===== config.mk =====
export PLATFORM = sky130hd
export DESIGN_NAME = grid_row_permutation_generator_unit
export DESIGN_NICKNAME = d
export VERILOG_FILES = /design/src/rtl/grpg_pkg.sv /design/src/rtl/grpg_mod_unit.sv /design/src/rtl/grid_row_permutation_generator_unit.sv
export SDC_FILE = /design/constraint.sdc
export NUM_CORES = 1
export LEC_CHECK = 0
export BUFFER_PORTS_ARGS = -buffer_cell sky130_fd_sc_hd__buf_2
export CAP_MARGIN = 30
export CORE_AREA = 4 4 96 98
export CTS_BUF_LIST = sky130_fd_sc_hd__clkbuf_2 sky130_fd_sc_hd__clkbuf_4 sky130_fd_sc_hd__clkbuf_8
export DETAILED_ROUTE_END_ITERATION = 16
export DIE_AREA = 0 0 100 102
export GPL_TIMING_DRIVEN = 0
export PLACE_DENSITY_LB_ADDON = 0.1
export SLEW_MARGIN = 15
export SYNTH_ARGS = -nofsm -noshare
export SYNTH_HDL_FRONTEND = slang
export SYNTH_SLANG_ARGS = --single-unit
export TNS_END_PERCENT = 1

===== constraint.sdc =====
create_clock -name clock -period 4.9 [get_ports clock]
set_input_delay 0.245 -clock clock [delete_from_list [all_inputs] [get_ports clock]]
set_output_delay 0.245 -clock clock [all_outputs]
set_load 0.005 [all_outputs]

===== src/rtl/grpg_pkg.sv =====
// ----------------------------------------------------------------------------
// grpg_pkg
// Shared constants and types for the grid row permutation generator.
// ----------------------------------------------------------------------------
package grpg_pkg;

   localparam int SYMBOLS_DEFAULT = 9;
   localparam int ROWS_DEFAULT    = 9;
   localparam int WORD_W          = 32;
   localparam int SYM_W           = 4;
   localparam int STEP_W          = $clog2(WORD_W);

   typedef enum logic [1:0] {
      ST_IDLE,
      ST_DIVIDE,
      ST_PICK
   } state_type;

   typedef struct packed {
      logic              start;
      logic [WORD_W-1:0] dividend;
      logic [SYM_W-1:0]  divisor;
   } mod_req_type;

endpackage


===== src/rtl/grpg_mod_unit.sv =====
// ----------------------------------------------------------------------------
// grpg_mod_unit
// Restoring remainder of a 32-bit word by a 4-bit divisor, one bit a cycle.
// ----------------------------------------------------------------------------
module grpg_mod_unit (
   input  logic                       clock,
   input  logic                       reset,
   input  grpg_pkg::mod_req_type      req,
   output logic                       done,
   output logic [grpg_pkg::SYM_W-1:0] remainder
);

   localparam logic [grpg_pkg::STEP_W-1:0] LAST_STEP =
      grpg_pkg::STEP_W'(grpg_pkg::WORD_W - 1);

   logic                          busy_ff, busy_in;
   logic                          done_ff, done_in;
   logic [grpg_pkg::STEP_W-1:0]   step_ff, step_in;
   logic [grpg_pkg::WORD_W-1:0]   word_ff, word_in;
   logic [grpg_pkg::SYM_W-1:0]    div_ff, div_in;
   logic [grpg_pkg::SYM_W-1:0]    rem_ff, rem_in;
   logic [grpg_pkg::SYM_W:0]      trial;

   always_comb begin
      busy_in = busy_ff;
      done_in = 1'b0;
      step_in = step_ff;
      word_in = word_ff;
      div_in  = div_ff;
      rem_in  = rem_ff;
      trial   = {rem_ff, word_ff[grpg_pkg::WORD_W-1]};
      if (req.start) begin
         busy_in = 1'b1;
         step_in = '0;
         word_in = req.dividend;
         div_in  = req.divisor;
         rem_in  = '0;
      end else if (busy_ff) begin
         word_in = {word_ff[grpg_pkg::WORD_W-2:0], 1'b0};
         if (trial >= {1'b0, div_ff}) begin
            rem_in = grpg_pkg::SYM_W'(trial - {1'b0, div_ff});
         end else begin
            rem_in = trial[grpg_pkg::SYM_W-1:0];
         end
         step_in = step_ff + 1'b1;
         if (step_ff == LAST_STEP) begin
            busy_in = 1'b0;
            done_in = 1'b1;
         end
      end
   end

   always_ff @(posedge clock) begin
      if (reset) begin
         busy_ff <= 1'b0;
         done_ff <= 1'b0;
         step_ff <= '0;
      end else begin
         busy_ff <= busy_in;
         done_ff <= done_in;
         step_ff <= step_in;
      end
      word_ff <= word_in;
      div_ff  <= div_in;
      rem_ff  <= rem_in;
   end

   assign done      = done_ff;
   assign remainder = rem_ff;

endmodule


===== src/rtl/grid_row_permutation_generator_unit.sv =====
// ----------------------------------------------------------------------------
// grid_row_permutation_generator_unit
// Emits one random permutation of 1..SYMBOLS per grid row, one symbol a beat.
// ----------------------------------------------------------------------------
// Each request beat carries a 32-bit random word; the block answers with one
// response beat: the symbol taken from the row's remaining list at index
// word mod remaining count, with its row, column and end-of-row/end-of-grid
// flags. From request acceptance to response valid, an item goes in steps:
// the remainder unit resolves one dividend bit a cycle, the sequencer sees it
// finish and enters the pick state, then the pick loads the entry into the
// response register. The request side is stalled for that time, so a new
// request is taken only after the previous item is picked; a waiting response
// beat does not block acceptance, only the pick of the following item.
module grid_row_permutation_generator_unit #(
   parameter int SYMBOLS = grpg_pkg::SYMBOLS_DEFAULT,
   parameter int ROWS    = grpg_pkg::ROWS_DEFAULT
) (
   input  logic                        clock,
   input  logic                        reset,
   input  logic                        req_valid,
   output logic                        req_stall,
   input  logic [grpg_pkg::WORD_W-1:0] req_random_word,
   output logic                        rsp_valid,
   input  logic                        rsp_stall,
   output logic [grpg_pkg::SYM_W-1:0]  rsp_chosen_symbol,
   output logic [grpg_pkg::SYM_W-1:0]  rsp_row_index,
   output logic [grpg_pkg::SYM_W-1:0]  rsp_column_index,
   output logic                        rsp_row_done,
   output logic                        rsp_grid_done
);

   localparam int IDX_W = $clog2(SYMBOLS);
   localparam logic [grpg_pkg::SYM_W-1:0] SYM_MAX  = grpg_pkg::SYM_W'(SYMBOLS);
   localparam logic [grpg_pkg::SYM_W-1:0] ROW_LAST = grpg_pkg::SYM_W'(ROWS - 1);

   grpg_pkg::state_type state_ff, state_in;

   logic [grpg_pkg::SYM_W-1:0] list_ff [SYMBOLS];
   logic [grpg_pkg::SYM_W-1:0] list_in [SYMBOLS];
   logic [grpg_pkg::SYM_W-1:0] count_ff, count_in;
   logic [grpg_pkg::SYM_W-1:0] row_ff, row_in;

   logic                       rsp_valid_ff, rsp_valid_in;
   logic [grpg_pkg::SYM_W-1:0] sym_ff, sym_in;
   logic [grpg_pkg::SYM_W-1:0] orow_ff, orow_in;
   logic [grpg_pkg::SYM_W-1:0] col_ff, col_in;
   logic                       rdone_ff, rdone_in;
   logic                       gdone_ff, gdone_in;

   logic                       accept;
   logic                       emit;
   logic                       count_bad;
   logic [grpg_pkg::SYM_W-1:0] count_fix;
   logic [grpg_pkg::SYM_W-1:0] count_dec;
   logic [IDX_W-1:0]           idx;
   logic                       out_free;

   grpg_pkg::mod_req_type      mod_req;
   logic                       mod_done;
   logic [grpg_pkg::SYM_W-1:0] mod_rem;

   grpg_mod_unit u_mod (
      .clock     (clock),
      .reset     (reset),
      .req       (mod_req),
      .done      (mod_done),
      .remainder (mod_rem)
   );

   assign count_bad = (count_ff == '0) || (count_ff > SYM_MAX);
   assign count_fix = count_bad ? SYM_MAX : count_ff;
   assign count_dec = count_ff - 1'b1;
   assign idx       = mod_rem[IDX_W-1:0];
   assign out_free  = !(rsp_valid_ff && rsp_stall);

   // next state
   always_comb begin
      state_in = state_ff;
      case (state_ff)
         grpg_pkg::ST_IDLE: begin
            if (req_valid) begin
               state_in = grpg_pkg::ST_DIVIDE;
            end
         end
         grpg_pkg::ST_DIVIDE: begin
            if (mod_done) begin
               state_in = grpg_pkg::ST_PICK;
            end
         end
         grpg_pkg::ST_PICK: begin
            if (out_free) begin
               state_in = grpg_pkg::ST_IDLE;
            end
         end
         default: state_in = grpg_pkg::ST_IDLE;
      endcase
   end

   // outputs of the sequencer
   always_comb begin
      req_stall = 1'b1;
      emit      = 1'b0;
      case (state_ff)
         grpg_pkg::ST_IDLE:   req_stall = 1'b0;
         grpg_pkg::ST_DIVIDE: req_stall = 1'b1;
         grpg_pkg::ST_PICK:   emit      = out_free;
         default:             req_stall = 1'b1;
      endcase
   end

   assign accept           = req_valid && !req_stall;
   assign mod_req.start    = accept;
   assign mod_req.dividend = req_random_word;
   assign mod_req.divisor  = count_fix;

   // datapath
   always_comb begin
      count_in     = count_ff;
      row_in       = row_ff;
      rsp_valid_in = rsp_valid_ff && rsp_stall;
      sym_in       = sym_ff;
      orow_in      = orow_ff;
      col_in       = col_ff;
      rdone_in     = rdone_ff;
      gdone_in     = gdone_ff;
      for (int i = 0; i < SYMBOLS; i++) begin
         list_in[i] = list_ff[i];
      end
      if (accept) begin
         count_in = count_fix;
         if (count_bad) begin
            for (int i = 0; i < SYMBOLS; i++) begin
               list_in[i] = grpg_pkg::SYM_W'(i + 1);
            end
         end
         if (row_ff > ROW_LAST) begin
            row_in = '0;
         end
      end else if (emit) begin
         rsp_valid_in = 1'b1;
         sym_in       = list_ff[idx];
         orow_in      = row_ff;
         col_in       = SYM_MAX - count_ff;
         rdone_in     = (count_dec == '0);
         gdone_in     = (count_dec == '0) && (row_ff == ROW_LAST);
         if (count_dec == '0) begin
            count_in = SYM_MAX;
            row_in   = (row_ff >= ROW_LAST) ? '0 : row_ff + 1'b1;
            for (int i = 0; i < SYMBOLS; i++) begin
               list_in[i] = grpg_pkg::SYM_W'(i + 1);
            end
         end else begin
            count_in = count_dec;
            for (int i = 0; i < SYMBOLS - 1; i++) begin
               if (IDX_W'(i) >= idx) begin
                  list_in[i] = list_ff[i + 1];
               end
            end
         end
      end
   end

   always_ff @(posedge clock) begin
      if (reset) begin
         state_ff     <= grpg_pkg::ST_IDLE;
         count_ff     <= SYM_MAX;
         row_ff       <= '0;
         rsp_valid_ff <= 1'b0;
         for (int i = 0; i < SYMBOLS; i++) begin
            list_ff[i] <= grpg_pkg::SYM_W'(i + 1);
         end
      end else begin
         state_ff     <= state_in;
         count_ff     <= count_in;
         row_ff       <= row_in;
         rsp_valid_ff <= rsp_valid_in;
         for (int i = 0; i < SYMBOLS; i++) begin
            list_ff[i] <= list_in[i];
         end
      end
      sym_ff   <= sym_in;
      orow_ff  <= orow_in;
      col_ff   <= col_in;
      rdone_ff <= rdone_in;
      gdone_ff <= gdone_in;
   end

   assign rsp_valid         = rsp_valid_ff;
   assign rsp_chosen_symbol = sym_ff;
   assign rsp_row_index     = orow_ff;
   assign rsp_column_index  = col_ff;
   assign rsp_row_done      = rdone_ff;
   assign rsp_grid_done     = gdone_ff;

endmodule

=== After elaboration in Yosys (flattened, before gate mapping) ===
Memory sizes are Yosys's and may differ from the RTL's. A register that Yosys moved wholly into a read port is not among the register bits.
Index checks and enable logic that the tools add are counted.

* Add/sub/neg operators: 5
* Magnitude comparators: 12
* Equality and inequality tests: 11
* Muxes and demuxes: 49
* Bitwise gates (word level): 11
* Reduce and logical (&&, ||, !) cells: 17

{| class="wikitable"
|+ Operators by type and width
! cell !! count
|-
| 4-bit 2-to-1 mux || 28
|-
| 36-bit 2-to-1 mux || 3
|-
| 32-bit 2-to-1 mux || 3
|-
| 3-bit by 4-bit greater-or-equal comparator with 1-bit output, first input constant || 4
|-
| 1-bit 2-to-1 mux || 11
|-
| 1-bit OR || 9
|-
| 1-bit by 4-bit greater-or-equal comparator with 1-bit output, first input constant || 2
|-
| 2-bit by 4-bit greater-or-equal comparator with 1-bit output, first input constant || 2
|-
| 4-bit greater-than comparator, second input constant || 2
|-
| 4-bit zero test || 2
|-
| 2-bit inequality test, second input constant || 4
|-
| 2-bit 2-to-1 mux || 3
|-
| 2-bit one-hot mux with 3 select lines || 1
|-
| 3-bit AND reduction || 2
|-
| 2-bit nonzero test || 3
|-
| 5-bit by 1-bit adder with 5-bit output, second input constant || 1
|-
| 5-bit == test, second input constant || 1
|-
| 5-bit by 4-bit greater-or-equal comparator with 1-bit output || 1
|-
| 4-bit by 1-bit adder with 4-bit output, second input constant || 1
|-
| 4-bit == test, second input constant || 1
|-
| 4-bit greater-or-equal comparator, second input constant || 1
|-
| 2-bit by 1-bit inequality test with 1-bit output, second input constant || 2
|-
| 4-bit inequality test, second input constant || 1
|-
| 4-bit AND reduction || 1
|-
| 13 further kinds || 16
|}

* Register bits after elaboration: 68
* Bits in writable memories: 36
* Input port bits: 36
* Output and inout bits: 16
* Word-level logic and storage cells: 120
* Memories: 1

{| class="wikitable"
|+ Memory list
! name !! words !! bits a word !! rd ports !! clocked after memory_dff !! write ports !! line !! RTL
|-
| list_ff || 9 || 4 || 9 || 1 || 9 || grid_row_permutation_generator_unit.sv:38 || <nowiki>logic [grpg_pkg::SYM_W-1:0] list_ff [SYMBOLS];</nowiki>
|}

=== Longest topological paths before layout ===
Gate-level depths: netlist of the first run.

* Depth in word-level cells: 6
* Mapped depth: 8
* Mapped depth without buffers: 7

=== Hierarchy ===
Synthesis of the first run repeated with hierarchy kept, for this count alone.

* Cells, all modules: 357
* Area, all modules: 4647.0 sq um

{| class="wikitable"
|+ Modules (own cells, without submodules)
! module !! times used !! cells an instance !! area each (sq um) !! sequential area each (sq um)
|-
| grid_row_permutation_generator_unit || 1 || 205 || 2473.6 || 1451.4
|-
| grpg_mod_unit || 1 || 152 || 2173.3 || 1301.2
|}

=== Worst setup path after synthesis of the first run ===
OpenSTA, ideal clock, no wires.

* Path kind: register -> register
* From: reg rsp_valid_ff, in the netlist rsp_valid
* To: mem list_ff[0][0] (netlist bit) (enable)
* Setup time: 0.265 ns
* Data arrival time: 2.040 ns
* Data required time: 4.635 ns
* Path slack: 2.595 ns
* Cell stages (with the launch flop): 7
* Buffers on the path: 1
* Clock period less this slack: 2.305 ns
* Cells stage by stage: dfxtp_1 and3_1 or3_1 buf_2 nor2_1 nor4b_1 nor2_1

{| class="wikitable"
|+ RTL lines
! item !! line !! RTL
|-
| from (decl) || grid_row_permutation_generator_unit.sv:43 || <nowiki>logic rsp_valid_ff, rsp_valid_in;</nowiki>
|-
| from (signal assigned) || grid_row_permutation_generator_unit.sv:176 || <nowiki>rsp_valid_ff <= rsp_valid_in;</nowiki>
|-
| to (decl) || grid_row_permutation_generator_unit.sv:38 ||
|}

==> results.md, run 1 <==
* Ranking of synthesized cells by area: edfxtp_1 51%, dfxtp_1 9.7%, nand2_1 8.5%
* Gate Count Post-Synth at 422
* Fin. max-slew vios at 0
* CP Capture Type: register
* Post_cts resized at 0
* Worst hold slack at 0.141 ns
* Setup tns final at 0 ns
* Combinational Power Share at 19.1%
* Max Cap Violations at 0
* Syn nets at 471
* Total Routing Usage GR at 18.3%
* Synth top area share at 50.7%
* WL final at 8950 µm
* Proportion of layout cells with a drive suffix above 1 at 16.3%
* CP Launch Point: count_ff[1]$_SDFFE_PP0P_
* Initial antenna violation count at 0
* Core Footprint at 0.00847 mm²
* Worst R2R Start: count_ff[1]$_SDFFE_PP0P_
* Final Critical Period at 2.68 ns
* First drt pass iteration count at 5
* Commonest cells after routing, fill and taps aside: 103 x nand2_1, 77 x edfxtp_1, 55 x buf_2
* Rel. slew slack at 50.2%
* Hold-critical path depth at 3
* DIE WIDTH at 100 µm
* Top reg by flops: u_mod.word_ff
* Vias in the first global route at 3180
* Met3 usage at 3.69%
* Num CTS Buffers at 9
* EDFF count, synth at 77
* Die Area at 0.0102 mm²
* Gpl congestion at 0.864
* Maximum clock insertion buffer count at 2
* Final setup violation count at 0
* Max FFs per register at 32
* Largest regs: u_mod.word_ff x32, list_ff x27, u_mod.step_ff x5
* WL/cell at 15.0 µm
* Gr ovfl total at 0
* ANT cells at 0
* GR peak layer: met2
* FF-to-FF path depth at 8
* R2r endpoint: list_ff[0][0]$_SDFFCE_PP1P_
* Post-DP HPWL at 6280 µm
* Min-delay worst type: in -> reg
* Avg Inst Size Synth at 10.8 µm²
* Sw frac at 27.4%
* Post-CTS Setup Bufs at 0
* FF-to-FF setup slack at 2.22 ns
* Power Total at 0.00199 W
* First-pass GRT wire length at 14800 µm
* Register area share after synthesis at 60.4%
* Avg Vias per Cell at 5.38
* DIE HEIGHT at 102 µm
* Ys flop type: edfxtp_1
* Met1 Track Usage GR at 24.3%
* Worst Path Required at 4.92 ns
* Commonest non-fill, non-tap cell in the layout: nand2_1
* Total number of vias at 3218
* Count of state elements after synthesis at 99
* Critical Path Start Type: register
* Latest clock arrival within the worst-skew pair at 0.36 ns
* Mapped Area at 0.00456 mm²
* Net Sw Power at 0.000543 W
* Fin nets at 534
* Critical path endpoint: list_ff[0][0]$_SDFFCE_PP1P_
* CTS Root Cell: clkbuf_8
* Sequential Power Share at 53.2%
* Num ports at 52
* GRT met2 Usage at 29.2%
* Int Power at 0.00144 W
* Async S/R FF share, synth at 0%
* Util after Layout at 61.1%
* Clock Power Share at 27.6%
* Crit path max fanout at 10
* Clk sinks at 99
* Number of nets with antenna violations after routing at 0
* RSZ-0062 raised after global routing: false
* P&R area growth vs syn at 13.4%
* Worst Skew at 0.0106 ns
* Yosys Warn Count at 0
* Fin. Hold Viols at 0
* Leading area contributor after synthesis: edfxtp_1
* Reg clk slew, reported paths at 0.10 ns
* Num rows at 34
* IO buf count at 51
* Initial Util at 53.8%
* Worst-Margin Slew at 0.747 ns
* H-tree Lvls at 3
* Library cells used by synthesis at 51
* VDD IR max at 0.000190 V
* CTS tree: yes
* P_leak at 2.10 nW
* CTS Hold Bufs at 0
* Pin count of the biggest net entering global routing at 33
* WP data arrival at 2.70 ns
* Final period utilization at 54.8%
* Worst Path Class, Setup: reg -> reg
* Initial drt markers at 128
* Status: completed
* DRC viols at 0
* Pwr/cell area at 384 mW/mm²
* FMAX at 373 MHz
## cell families after synthesis
kind of cell / count (synthesis) / share of synthesized area (%)
flip-flops: 99 / 60.4
buffers and inverters: 39 / 3.32
AO/OA/AOI/OAI: 56 / 7.85
XOR/XNOR: 6 / 1.15
adder cells (fa/ha/maj): 13 / 3.73
AND/OR/NAND/NOR: 200 / 20.5
multiplexers: 9 / 3.07
## routing by layer
metal | vias to the layer above | wire (µm)
met2 | 110 | 4250
li1 | 1598 | -
met3 | 15 | 527
met1 | 1495 | 4010
met5 | - | 0
met4 | 0 | 165
## how the worst min path moves through the flow
stage          slack [ns]                            end                      from
2_1_floorplan        0.32       count_ff[1]$_SDFFE_PP0P_                     reset
3_3_place_gp         0.44     rsp_row_index[2]$_DFFE_PN_    row_ff[2]$_SDFFE_PP0P_
3_5_place_dp         0.45  rsp_column_index[1]$_DFFE_PN_  count_ff[1]$_SDFFE_PP0P_
4_1_cts              0.13    u_mod.word_ff[11]$_DFFE_PP_       req_random_word[11]
5_1_grt              0.13    u_mod.word_ff[30]$_DFFE_PP_       req_random_word[30]
6_report             0.14     u_mod.word_ff[8]$_DFFE_PP_        req_random_word[8]
## power groups by stage
stage / clock network, W / registers [W] / logic, W
floorplan: 0 / 0.00107 / 0.000272
global placement: 0 / 0.00107 / 0.000368
detailed placement: 0 / 0.00108 / 0.000378
CTS: 0.000554 / 0.00106 / 0.000380
global route: 0.000592 / 0.00107 / 0.000426
finish: 0.000549 / 0.00106 / 0.000380
## final cells by class
cell class / instances / area, µm²
flip-flops and latches: 99 / 2750
well taps: 108 / 135
clock buffers: 12 / 159
repair buffers: 52 / 267
fillers: 741 / 3300
multi-input cells: 284 / 1660
inverters: 16 / 60.1
plain buffers: 23 / 91.3
clock inverters: 4 / 48.8
## cell usage after synthesis, drive strengths merged (2+ instances only)
master and count:
mux4 4, dfxtp 22, ha 12, o31ai 2
nor2b 3, or2 4, inv 16, clkbuf 15
nor2 28, xnor2 2, nand4 2, nand2b 8
buf 8, o21ai 12, and2 17, nand2 103
edfxtp 77, nand3b 5, a21oi 19, nand3 3
a21o 3, and3 4, xor2 4, mux2i 5
or3 11, a21boi 4, a41oi 2, or4 3
nor3 4
## critical path, stage by stage (launching register included)
cell      delay [ns]
dfxtp_1         0.37
inv_1           0.13
ha_1            0.24
a21boi_0        0.22
xnor2_1         0.18
and2_1          0.34
clkbuf_1        0.42
nor4b_1         0.11
nor2_1          0.34
## per-stage QoR
stage	cell area (µm²)	instances	worst slack, ns
after floorplan	4560	422	2.60
after global placement	4950	581	2.16
after detailed placement	4960	582	2.22
after CTS	5170	598	2.18
after global routing	5170	598	1.99
final	5170	598	2.22
Note: power is estimated with default switching activity, not from simulation.
==> run 2: changes to the inputs <==
clock period = 2.58 ns   (was 4.9 ns; I/O delays follow)
==> run 2 against run 1 <==
  * Global-route usage stayed put
  * Clock-buffer cell count stayed put
  * Die area stayed put
  * Register-to-register slack worse by 2.1 ns
  * Non-clock buffer count stayed put
  * Worst setup slack worse by 2.1 ns
  * Hold slack worse by 0.12 ns
  * Maximum frequency is 9.8% higher
  * Sequential share of layout area is 0.37 points lower
  * Critical path type unchanged
  * Largest power group unchanged
  * Highest routed layer unchanged
==> results.md, run 2 (synthesized netlist as in run 1, its figures left out) <==
* Vias in the first global route at 3180 (unchanged)
* Pin count of the biggest net entering global routing at 33 (unchanged)
* Largest regs: u_mod.word_ff x32, list_ff x27, u_mod.step_ff x5
* Num CTS Buffers at 9 (unchanged)
* Core Footprint at 0.00847 mm² (unchanged)
* Final period utilization at 94.7% (+40 points)
* WP buf/inv at 2 (unchanged)
* Worst Skew at 0.0101 ns (-0.000486 ns)
* Final setup violation count at 0 (unchanged)
* Maximum clock insertion buffer count at 2 (unchanged)
* Worst Path Required at 2.67 ns (-2.25 ns)
* Worst R2R Start: count_ff[1]$_SDFFE_PP0P_
* Num ports at 52 (unchanged)
* Commonest cells after routing, fill and taps aside: 103 x nand2_1, 77 x edfxtp_1, 54 x buf_2
* ANT cells at 0 (unchanged)
* Crit path max fanout at 10 (unchanged)
* VDD IR max at 0.000362 V (+91%)
* Util after Layout at 61.5% (+0.43 points)
* IO buf count at 51 (unchanged)
* First drt pass iteration count at 6 (+1)
* Clk sinks at 99 (unchanged)
* Initial Util at 53.8% (unchanged)
* Post-DP HPWL at 6280 µm (unchanged)
* Avg Vias per Cell at 5.38 (about the same)
* Pwr/cell area at 729 mW/mm² (+90%)
* CP top delay family: simple AND/OR/NAND/NOR gates
* Initial drt markers at 156 (+22%)
* DRC viols at 0 (unchanged)
* DIE HEIGHT at 102 µm (unchanged)
* Gpl congestion at 0.864 (unchanged)
* Min-delay worst type: in -> reg
* Worst-Margin Slew at 0.758 ns (+0.0115 ns)
* Critical Path Start Type: register
* Cell chain of the critical path: inv_1, ha_1, a21boi_0, xnor2_1, and2_2, clkbuf_2, nor4b_1, nor2_2
* FF-to-FF path depth at 8 (unchanged)
* Register Area at 0.00275 mm² (unchanged)
* Fin. Hold Viols at 0 (unchanged)
* CP Launch Point: count_ff[1]$_SDFFE_PP0P_
* Max FFs per register at 32 (unchanged)
* P_leak at 2.11 nW (+0.30%)
* Worst path depth at 8 (unchanged)
* Fill cells at 737 (-0.54%)
* Proportion of layout cells with a drive suffix above 1 at 18.4% (+2.0 points)
* Critical path endpoint: list_ff[0][3]$_SDFFCE_PP0P_
* FMAX at 409 MHz (+9.8%)
* CTS Root Cell: clkbuf_8
* WP data arrival at 2.54 ns (-0.16 ns)
* Number of nets with antenna violations after routing at 0 (unchanged)
* R2r endpoint: list_ff[0][3]$_SDFFCE_PP0P_
* Critical path's slowest cell: nor4b_1
* Setup tns final at 0 ns (unchanged)
* Multi-input logic area at 0.00169 mm² (+2.0%)
* First-pass GRT wire length at 14800 µm (unchanged)
* Num rows at 34 (unchanged)
* WL/cell at 15.1 µm (+1.0%)
* Top reg by flops: u_mod.word_ff
* Total number of vias at 3216 (-0.062%)
* H-tree Lvls at 3 (unchanged)
* CTS Hold Bufs at 0 (unchanged)
* Initial antenna violation count at 0 (unchanged)
* CP peak stage delay at 0.41 ns (about the same)
* Reg clk slew, reported paths at 0.10 ns (about the same)
* Worst Path Class, Setup: reg -> reg
* Gr ovfl total at 0 (unchanged)
* Total Routing Usage GR at 18.3% (unchanged)
* CP Capture Type: register
* Status: completed
* Die Area at 0.0102 mm² (unchanged)
* FF-to-FF setup slack at 0.14 ns (-2.08 ns)
* P&R area growth vs syn at 14.2%
* Commonest non-fill, non-tap cell in the layout: nand2_1
* CTS tree: yes
* DIE WIDTH at 100 µm (unchanged)
* Latest clock arrival within the worst-skew pair at 0.36 ns (about the same)
* Fin nets at 534 (unchanged)
* Fin. max-slew vios at 0 (unchanged)
* Rel. slew slack at 49.5% (-0.77 points)
* WL final at 9050 µm (+1.0%)
* Final Critical Period at 2.44 ns (-0.240 ns)
* Max Cap Violations at 0 (unchanged)
-- run 2: worst min-delay path: cells and delay by family --
kind	cells	cell delay [ns]
buffers and inverters	1	0.07
and+or+nand+nor	2	0.09
-- run 2: final cells by class --
class / instances / area share (%)
clock buffers: 12 / 3.05
clock inverters: 4 / 0.937
inverters: 16 / 1.15
multi-input cells: 284 / 32.4
repair buffers: 52 / 5.12
plain buffers: 23 / 1.83
well taps: 108 / 2.60
flip-flops and latches: 99 / 52.9
-- run 2: through the flow --
step / std cells / hold WS [ns] / setup slack (ns) / area (µm²) / power (W)
final: 598 / 0.0239 / 0.136 / 5210 / 0.00379
after global routing: 598 / 0.0185 / -0.0274 / 5210 / 0.00398
after CTS: 598 / 0.00924 / -0.0164 / 5170 / 0.00379
after detailed placement: 582 / 0.390 / -0.104 / 4960 / 0.00276
after global placement: 581 / 0.383 / -0.160 / 4950 / 0.00274
after floorplan: 422 / 0.201 / 0.275 / 4560 / 0.00254
-- run 2: how the worst min path moves through the flow --
| stage | to | cells after the start | from | slack, ns |
|---|---|---|---|---|
| final | u_mod.word_ff[8]$_DFFE_PP_ | 3 | req_random_word[8] | 0.02 |
| after global routing | u_mod.word_ff[30]$_DFFE_PP_ | 3 | req_random_word[30] | 0.02 |
| after CTS | u_mod.word_ff[11]$_DFFE_PP_ | 3 | req_random_word[11] | 0.009 |
| after detailed placement | u_mod.word_ff[11]$_DFFE_PP_ | 3 | req_random_word[11] | 0.39 |
| after global placement | rsp_valid$_SDFF_PP0_ | 3 | rsp_stall | 0.38 |
| after floorplan | count_ff[1]$_SDFFE_PP0P_ | 1 | reset | 0.20 |
-- run 2: repair_timing --
action | 4_1_cts | 5_1_grt
setup endpoints to repair | 18 | 27
gates cloned | 0 | 0
endpoints found under the hold margin | 0 | 0
resized for setup | 2 | 10
buffers inserted | 0 | 0
-- run 2: layer usage --
metal  track usage (%)  wire length, µm
met1              24.3             4200
met2              29.2             4280
met3              3.69              399
met4              8.50              159
met5                 0                0
-- run 2: power breakdown --
part	leakage [nW]	internal (W)	total, W	switching (W)
Sequential	0.927	0.00194	0.00201	0.0000669
Combinational	1.08	0.000296	0.000743	0.000447
Clock	0.0997	0.000510	0.00104	0.000534
